**src/urh_ram.sv**
```systemverilog
// Generic single-port-write, single-port-read RAM with registered read data.
`default_nettype none
module urh_ram #(
  parameter int unsigned Width = 8,
  parameter int unsigned Depth = 64,
  localparam int unsigned AddrW = (Depth > 1) ? $clog2(Depth) : 1
) (
  input  wire logic             clk_i,
  input  wire logic             we_i,
  input  wire logic [AddrW-1:0] waddr_i,
  input  wire logic [Width-1:0] wdata_i,
  input  wire logic             re_i,
  input  wire logic [AddrW-1:0] raddr_i,
  output logic      [Width-1:0] rdata_o
);

  logic [Width-1:0] mem_q [Depth];
  logic [Width-1:0] rdata_q;

  always_ff @(posedge clk_i) begin
    if (we_i) begin
      mem_q[waddr_i] <= wdata_i;
    end
    if (re_i) begin
      rdata_q <= mem_q[raddr_i];
    end
  end

  assign rdata_o = rdata_q;

endmodule
`default_nettype wire

```
**config.mk**
```make
export PLATFORM = sky130hd
export DESIGN_NAME = urh_ram
export DESIGN_NICKNAME = d
export VERILOG_FILES = /design/src/urh_ram.sv
export SDC_FILE = /design/constraint.sdc
export NUM_CORES = 1
export LEC_CHECK = 0
export CAP_MARGIN = 10
export CELL_PAD_IN_SITES_DETAIL_PLACEMENT = 0
export CELL_PAD_IN_SITES_GLOBAL_PLACEMENT = 1
export CORE_UTILIZATION = 50
export CTS_CLUSTER_SIZE = 16
export DETAILED_ROUTE_END_ITERATION = 8
export DONT_BUFFER_PORTS = 1
export PLACE_DENSITY = 0.75
export SLEW_MARGIN = 15
export SYNTH_ARGS = -nofsm -noshare
export SYNTH_HDL_FRONTEND = slang
export SYNTH_SLANG_ARGS = --single-unit
```
**constraint.sdc**
```tcl
create_clock -name clk_i -period 3 [get_ports clk_i]
set_clock_uncertainty 0.1 [all_clocks]
set_input_delay 0.75 -clock clk_i [delete_from_list [all_inputs] [get_ports clk_i]]
set_output_delay 0.75 -clock clk_i [all_outputs]
set_load 0.02 [all_outputs]
```
## Yosys cells after proc, flatten, opt, wreduce, memory -nomap -nowiden

Memory sizes are Yosys's and may differ from the RTL's. A register that Yosys moved wholly into a read port is not among the register bits.
Cells that the tools add are included.

| word-level totals | value |
|---|---|
| input bits | 23 |
| output and inout port bits | 8 |
| bits in registers | 0 |
| RAM bits | 512 |
| memories | 1 |

Memory list:

| name | words | bits a word | rd ports | clocked after memory_dff | wr ports | line | text |
|---|---|---|---|---|---|---|---|
| mem_q | 64 | 8 | 1 | 1 | 1 | 17 | `logic [Width-1:0] mem_q [Depth];` |

| cells by class | value |
|---|---|
| muxes and demuxes | 2 |

Operators with widths:

| kind | count |
|---|---|
| two-way mux 1 bit | 2 |

## Longest topological paths before layout

Gate-level depths: netlist of the first run.

| logic depth | value |
|---|---|
| depth in word-level cells | 2 |
| mapped depth | 9 |
| mapped depth without buffers | 5 |

## Least setup slack after synthesis of the first run

No wires, ideal clock.

| timing path | value |
|---|---|
| path type | input to register |
| start | in raddr_i[1] |
| end | reg rdata_q[3], in the netlist rdata_o[3], read port of mem_q (data pin) |
| library setup time | 0.266 ns |
| cell stages on the path | 7 |
| arrival | 2.290 ns |
| path slack | 0.344 ns |
| cells stage by stage | buf_4 -> buf_2 -> buf_2 -> mux4_2 -> mux4_2 -> o21ai_1 -> o41ai_1 |

RTL lines:

| what | line | text |
|---|---|---|
| start, declared | 13 | `input wire logic [AddrW-1:0] raddr_i,` |
| end, declared | 18 | `logic [Width-1:0] rdata_q;` |

==> results of run 1 <==
-- per-stage QoR --
stage	total power (uW)	hold slack [ns]
global placement	8660	0.754
detailed placement	8670	0.753
CTS	14800	0.140
floorplan	8660	0.697
finish	14700	0.166
global route	15100	0.145
-- metal layers --
| layer | vias up | part of all wire | routed length, um | global-route usage |
|---|---|---|---|---|
| met3 | 84 | 0.070 | 3000 | 0.0465 |
| met5 | - | 0 | 0 | 0 |
| met2 | 312 | 0.48 | 20500 | 0.333 |
| met4 | 0 | 0.029 | 1220 | 0.0789 |
| met1 | 4964 | 0.42 | 17900 | 0.302 |
| li1 | 4115 | - | - | - |
-- registers in the layout, indices dropped and copies added, names as in the netlist --
signal	flops
mem_q	512
rdata_o	8
-- cell families (layout without fill, tap and decap cells) --
group / count (synthesis) / after routing / synth area share
compound gates: 54 / 54 / 0.0206
buf+inv: 51 / 177 / 0.0156
flops: 520 / 520 / 0.771
mux: 162 / 162 / 0.159
simple gates: 153 / 153 / 0.0337
-- worst max-delay path by stage --
stage / from / end / depth (start not counted)
6_report: mem_q[14][1] / rdata_o[1] / 5
2_1_floorplan: raddr_i[1] / rdata_o[3] / 7
3_3_place_gp: raddr_i[0] / rdata_o[4] / 5
3_5_place_dp: raddr_i[0] / rdata_o[4] / 5
5_1_grt: mem_q[29][4] / rdata_o[4] / 5
4_1_cts: mem_q[14][1] / rdata_o[1] / 5
-- cell usage in the layout (no fill, tap or decap), drive strengths merged, types with 3 or more instances in the layout --
master and count:
nor2b 14, bufinv 5, nand3b 3, a21oi 3, clkbuf 62, mux4 126
o221ai 8, mux2i 23, a221oi 6, o21ai 4, edfxtp 520, a22oi 3
mux2 13, buf 84, o22ai 8, nor2 83, nor3 7, nand3 13
o2bb2ai 3, clkinv 25, nand2 19, o2111ai 3, a211oi 4, nand2b 7
-- critical path: cells and delay by family (launching register included) --
family	cells	cell delay, ns
flip-flops	1	0.37
AO/OA/AOI/OAI	1	0.15
multiplexers	2	0.96
AND/OR/NAND/NOR	2	0.37
-- cell type report --
cell class              instances  share of cell area
repair buffers                 84              0.0276
clock buffers                  62              0.0595
well taps                     525              0.0287
clock inverters                31              0.0119
flip-flops and latches        520               0.683
multi-input cells             369               0.189
-- power by group through the flow --
stage               Sequential [uW]  Clock [uW]  Combinational (uW)
finish                         8090        6200                 422
global route                   8090        6580                 446
CTS                            8090        6310                 424
detailed placement             8250           0                 422
global placement               8240           0                 420
floorplan                      8240           0                 429
==> metrics.txt, run 1 <==
initial antenna violation count=0; LEAKAGE=0.00722 uW; worst-case clock buffer depth=3; vias in the first global route=9606; NetSw=2770 uW; Cells after Synth=940; length of the first detailed-routing pass in iterations=5; slew margin rel.=0.555; Non-Filler Instances=~1600; Setup Buffers After CTS=0; top-area cell type share of the netlist area=0.771; Seq/Total Area, Yosys=0.771; Cell Int Power=~12000 uW; GPL Wtd Cong=slightly below 0.8; maximum fanout along the worst path=1; crit path launch type=register; largest net degree at the start of global routing=approximately 140; Slew Limit Fails=0; Synth Cell Area=around 20000 um^2; Synth Warn #=0; worst setup margin=0.796 ns; status=complete, no violations; Core Box Area=between 30000 and 40000 um^2; count leader, synth=edfxtp_1; IO buf count=0; Core Util, Final=0.574; I/O pin total=31; worst reg2reg path depth=5; TritonCTS clock tree=yes; wire per inst=26.8 um; Seq pwr share=0.550; number of diodes=0; area of the multi-input gates=4320 um^2; Worst IR Drop VDD=0.000410 V; via count=9475; CTS root buf=clkbuf_16; Combinational Power Share=0.029; Setup WS pre-CTS=0.292 ns; pwr dens=644 nW/um^2; htree depth=2; flop-to-flop setup slack=0.80 ns; area grow syn2layout=12.9%; clock network fraction of design power=0.421; Top FF cell, synth=edfxtp_1; fmax=0.454 GHz; worst stage delay on the critical path=0.49 ns; most instantiated cells after synthesis=edfxtp_1 (520), mux4_2 (126), nor2_1 (83); placed cell areas=21200 um^2; crit path kind=reg2reg; Fill cells=between 2000 and 3000; Die ar.=a little over 40000 um^2; CP required=3.23 ns; Mapped Avg Cell Area=21.5 um^2; Final Hold Viols=0; max-cap violations=0; dpl cells=between 1000 and 1500; clk_lat worst skew=0.58 ns; Hold Path Origin=wdata_i[5]; hold_buf cts=0; slew at the pin closest to its max-slew limit=0.658 ns; # clock sinks=520; post-synth top area cell=edfxtp_1; sw frac=0.188; total track usage=0.215; clock transition at the registers of the reported paths=0.06 ns; FF/Latch Area=15600 um^2; endpoints failing setup=0; synthesized net count=963; Via-to-Cell Ratio=5.96; worst min path class=in2reg; remaining antenna violation count after routing=0; post-CTS sizing=0; hold depth=0; Final Cell Area=22800 um^2; CP Capture Type=register; RSZ-0062 raised after global routing=false; crit path max-delay cell type=mux4_2; critical path, cell by cell=mux4_2 > mux4_2 > nor2_1 > nor3_1 > o2bb2ai_1; Num CTS Buffers=51; Reg2Reg Launch Point=mem_q[14][1]; share of layout cells above drive strength 1=0.279; Worst Hold Path EP=mem_q[49][5]; critical path arrival=~2.4 ns; Fin Setup TNS=0 ns; total gr overflow=0; worst r2r dst=rdata_o[1]; Die W=203 um; DRC=0; Period Utilization, post-route=0.735; Yosys cell types=39; main area contributors after synthesis=edfxtp_1 (77%), mux4_2 (14%), nor2_1 (1.5%); overall routed net length=42700 um; global-route wire length before repair=63500 um; Post-synth ARST share=0; First DRT Iteration DRCs=between 800 and 900; number of enable flip-flop cells after synthesis=520; most used cell, CP=mux4_2; flop and latch count out of synthesis=520; die height=203 um; Starting Density=0.508; minimum clock period=~2.2 ns; row count=73; DP HPWL=25100 um; Final Net Count=around 1000
(Power assumes the default switching activity.)
==> run 2: changes to the inputs <==
PLACE_DENSITY = 0.78   (was 0.75)
clock period = 1.97 ns   (was 3 ns; I/O delays follow)
==> metrics.txt, run 2 (synthesis results as in run 1) <==
failing checks=setup timing; total gr overflow=0; Worst IR Drop VDD=0.000822 V; crit path from=mem_q[7][1]; crit path capture=rdata_o[1]; flip-flop count of the largest register after layout=512; minimum clock period=2.10 ns; RSZ-0062 raised after global routing=true; overall routed net length=43400 um; pwr dens=991 nW/um^2; worst r2r dst=rdata_o[1]; Hold Path Origin=raddr_i[5]; endpoints failing setup=7; via count=9703; clock transition at the registers of the reported paths=around 0.06 ns; most common cell after layout, fill and taps aside=edfxtp_1; Starting Density=0.508; area of the multi-input gates=4560 um^2; slew margin rel.=0.607; Via-to-Cell Ratio=6.05; crit path launch type=register; Final Cell Area=23500 um^2; Slew Limit Fails=0; remaining antenna violation count after routing=0; First DRT Iteration DRCs=898; CTS root buf=clkbuf_16; fmax=0.475 GHz; I/O pin total=31; total track usage=0.216; maximum fanout along the worst path=1; DRC=0; Fin Setup TNS=-0.416 ns; worst reg2reg path depth=5; Period Utilization, post-route=1.07; Core Box Area=39800 um^2; vias in the first global route=around 10000; clk_lat worst skew=0.57 ns; flop-to-flop setup slack=-0.13 ns; IO buf count=0; global-route wire length before repair=64300 um; number of diodes=0; area grow syn2layout=16.1%; largest reg by FF count=mem_q; GPL Wtd Cong=about 0.8; Fill cells=between 2000 and 3000; worst min path class=in2reg; Die ar.=41300 um^2; initial antenna violation count=0; Num CTS Buffers=50; wire per inst=27.1 um; most used cells in the layout excluding fill and tap cells=edfxtp_1 (520), mux4_2 (126), buf_4 (86); TritonCTS clock tree=yes; DP HPWL=25000 um; length of the first detailed-routing pass in iterations=5; Final Hold Viols=0; share of layout cells above drive strength 1=0.334; status=complete, but fails checks; LEAKAGE=0.00743 uW; Die W=around 200 um; htree depth=2; largest net degree at the start of global routing=between 100 and 150; FF/Latch Area=15600 um^2; die height=around 200 um; Final Net Count=1062; worst setup margin=-0.135 ns; max-cap violations=0; row count=73; # clock sinks=520; critical path arrival=2.33 ns; placed cell areas=about 21000 um^2; CP Capture Type=register; worst-case clock buffer depth=3; Reg2Reg Launch Point=mem_q[7][1]; CP required=2.19 ns; crit path kind=reg2reg; slew at the pin closest to its max-slew limit=0.588 ns
## run 2: where the power goes
group,switching (uW),internal (uW)
combinational,457,460
sequential,57.2,12300
clock,4000,6050
total,4510,18800
## run 2: critical path: stages, from the launching register on
cell and delay, ns:
edfxtp_1 0.40, mux4_2 0.50, mux4_2 0.53, nor2_4 0.14, nor3_2 0.07, o2bb2ai_1 0.11
## run 2: through the flow
stage          instances  utilization  total power, uW  hold WS (ns)  setup slack [ns]
2_1_floorplan        940            -            13200         0.491            -0.308
3_3_place_gp        1505        0.538            13200         0.495            -0.542
3_5_place_dp        1505        0.538            13200         0.494            -0.543
4_1_cts             1603        0.590            23400        0.0355           -0.0943
5_1_grt             1603        0.590            23800        0.0506            -0.152
6_report            1603        0.590            23300        0.0598            -0.135
## run 2: worst min path at each step
stage / endpoint / slack, ns / depth (start not counted)
2_1_floorplan: mem_q[0][0] / 0.49 / 0
3_3_place_gp: mem_q[55][2] / 0.49 / 0
3_5_place_dp: mem_q[53][2] / 0.49 / 0
4_1_cts: rdata_o[5] / 0.04 / 1
5_1_grt: rdata_o[5] / 0.05 / 1
6_report: rdata_o[5] / 0.06 / 1
## run 2: metal layers
layer | wire length (um) | global-route usage | vias to the layer above
met5 | 88 | 0.0155 | -
met4 | 1040 | 0.0636 | 2
met3 | 3590 | 0.0476 | 71
met2 | 20900 | 0.338 | 356
met1 | 17800 | 0.306 | 5142
li1 | - | - | 4132
## run 2: area by class of cell
type | count | share of cell area
Clock buffer | 56 | 0.0569
Clock inverter | 35 | 0.0173
Multi-Input combinational cell | 369 | 0.194
Sequential cell | 520 | 0.664
Tap cell | 525 | 0.0279
Timing Repair Buffer | 98 | 0.0398
## run 2: what timing repair did
action	4_1_cts	5_1_grt
hold buffers	9	0
resized for setup	26	4
endpoints found under the hold margin	520	0
pin swaps	5	5
setup buffers	0	0
endpoints found under the setup margin	8	8
==> run 3: changes to the inputs <==
REMOVE_ABC_BUFFERS = 1   (was default)
==> metrics.txt, run 3 (synthesis results as in run 1) <==
status=complete, but fails checks; failing checks=setup timing; crit path max-delay cell type=mux4_2; pwr dens=948 nW/um^2; crit path launch type=register; CTS root buf=clkbuf_16; Starting Density=0.508; Worst IR Drop VDD=roughly 0.00068 V; initial antenna violation count=0; Fill cells=2866; fmax=0.500 GHz; max-cap violations=0; CP Capture Type=register; worst stage delay on the critical path=0.51 ns; LEAKAGE=between 0.007 and 0.008 uW; worst setup margin=-0.0320 ns; CP required=~2.2 ns; IO buf count=0; Final Hold Viols=0; First DRT Iteration DRCs=1079; endpoints failing setup=3; Final Net Count=~1100; total track usage=0.219; worst-case clock buffer depth=3; # clock sinks=520; remaining antenna violation count after routing=0; flip-flop count of the largest register after layout=512; share of layout cells above drive strength 1=0.300; number of diodes=0; CP top delay family=multiplexers; critical path, cell by cell=mux4_2 > mux4_2 > nor2_2 > nor3_1 > o2bb2ai_1; wire per inst=between 20 and 30 um; Final Hold Slack=slightly below 0.06 ns; GPL Wtd Cong=0.778; row count=73; Combinational Power Share=0.042; RSZ-0062 raised after global routing=true; clk_lat worst skew=0.57 ns; length of the first detailed-routing pass in iterations=5; global-route wire length before repair=65300 um; Via-to-Cell Ratio=6.11; most used cell, CP=mux4_2; Num CTS Buffers=49; Core Box Area=roughly 40000 um^2; crit path kind=reg2reg; Setup Buffers After CTS=0; DRC=0; NetSw=4310 uW; I/O pin total=31; via count=9839; CP Buf/Inv Count=0; sw frac=0.196; Cell Int Power=17700 uW; Period Utilization, post-route=1.02; die height=203 um; slew margin rel.=0.618; Seq pwr share=0.560; most common cell after layout, fill and taps aside=edfxtp_1; htree depth=2; maximum fanout along the worst path=1; clock transition at the registers of the reported paths=0.06 ns; Slew Limit Fails=0; largest net degree at the start of global routing=138; overall routed net length=about 44000 um; minimum clock period=2.00 ns; vias in the first global route=9888; Tot Pwr=about 22000 uW; critical path arrival=2.22 ns; worst min path class=in2reg; dpl cells=roughly 1500; DP HPWL=between 20000 and 30000 um; slew at the pin closest to its max-slew limit=0.571 ns; Die W=203 um; TritonCTS clock tree=yes; clock network fraction of design power=0.398; most used cells in the layout excluding fill and tap cells=edfxtp_1 (520), mux4_2 (126), buf_4 (101); Non-Filler Instances=1610; largest reg by FF count=mem_q; Die ar.=~41000 um^2; total gr overflow=0; area grow syn2layout=14.6%
[run 3: changes by cell type in the layout (fill, tap and decap cells not counted), moves of 6 or more]
cell | previous run | this run
bufinv_16 | 9 | 2
nor2_2 | 15 | 1
nor2_4 | 10 | 0
buf_4 | 86 | 101
clkinv_1 | 8 | 17
nor2_1 | 58 | 82
clkinv_2 | 12 | 6
[run 3: power groups by stage]
| stage | combinational, uW | sequential (uW) | clock, uW |
|---|---|---|---|
| final | 924 | 12300 | 8750 |
| after CTS | 914 | 12300 | 8910 |
| after global placement | 654 | 12600 | 0 |
| after detailed placement | 659 | 12600 | 0 |
| after floorplan | 475 | 12500 | 0 |
| after global routing | 976 | 12300 | 9320 |
[run 3: worst register-to-register path, cell delays in order, from the launching register on]
cell,delay [ns]
edfxtp_1,0.36
mux4_2,0.50
mux4_2,0.51
nor2_2,0.11
nor3_1,0.05
o2bb2ai_1,0.11
[run 3: path summary, 6_finish.rpt]
check             slack, ns         end         start  cells past startpoint
setup / recovery      -0.03  rdata_o[2]   mem_q[6][2]                      5
hold / removal         0.06  rdata_o[7]    raddr_i[3]                      2
setup reg to reg      -0.03  rdata_o[2]   mem_q[6][2]                      5
hold reg to reg        0.83  rdata_o[4]  mem_q[31][4]                      3
[run 3: cell type report]
class	count	area [um^2]	area share
multi-input cells	369	4470	0.193
clock inverters	27	171	0.00739
well taps	525	657	0.0283
flip-flops and latches	520	15600	0.673
repair buffers	110	988	0.0426
clock buffers	59	1310	0.0563
[run 3: routing by layer]
layer  vias to the layer above  wire length (um)  GRT usage
met5                         -                 0          0
met4                         0              1200     0.0736
met3                        69              3100     0.0340
met2                       428             21500      0.350
met1                      5180             17700      0.311
li1                       4162                 -          -
[run 3: what timing repair did]
action | 4_1_cts | 5_1_grt
endpoints found under the hold margin | 520 | 0
gates resized for setup | 22 | 8
endpoints found under the setup margin | 8 | 8
pin swaps | 6 | 3
hold buffers | 9 | 0
[run 3: metrics by stage]
| stage | utilization | setup TNS, ns | setup slack (ns) | instance area, um^2 |
|---|---|---|---|---|
| finish | 0.583 | -0.0639 | -0.0320 | 23200 |
| global route | 0.583 | -0.372 | -0.0947 | 23200 |
| CTS | 0.582 | -0.0650 | -0.0289 | 23200 |
| detailed placement | 0.536 | -2.42 | -0.372 | 21400 |
| global placement | 0.536 | -2.29 | -0.380 | 21400 |
| floorplan | - | -0.359 | -0.123 | 19900 |
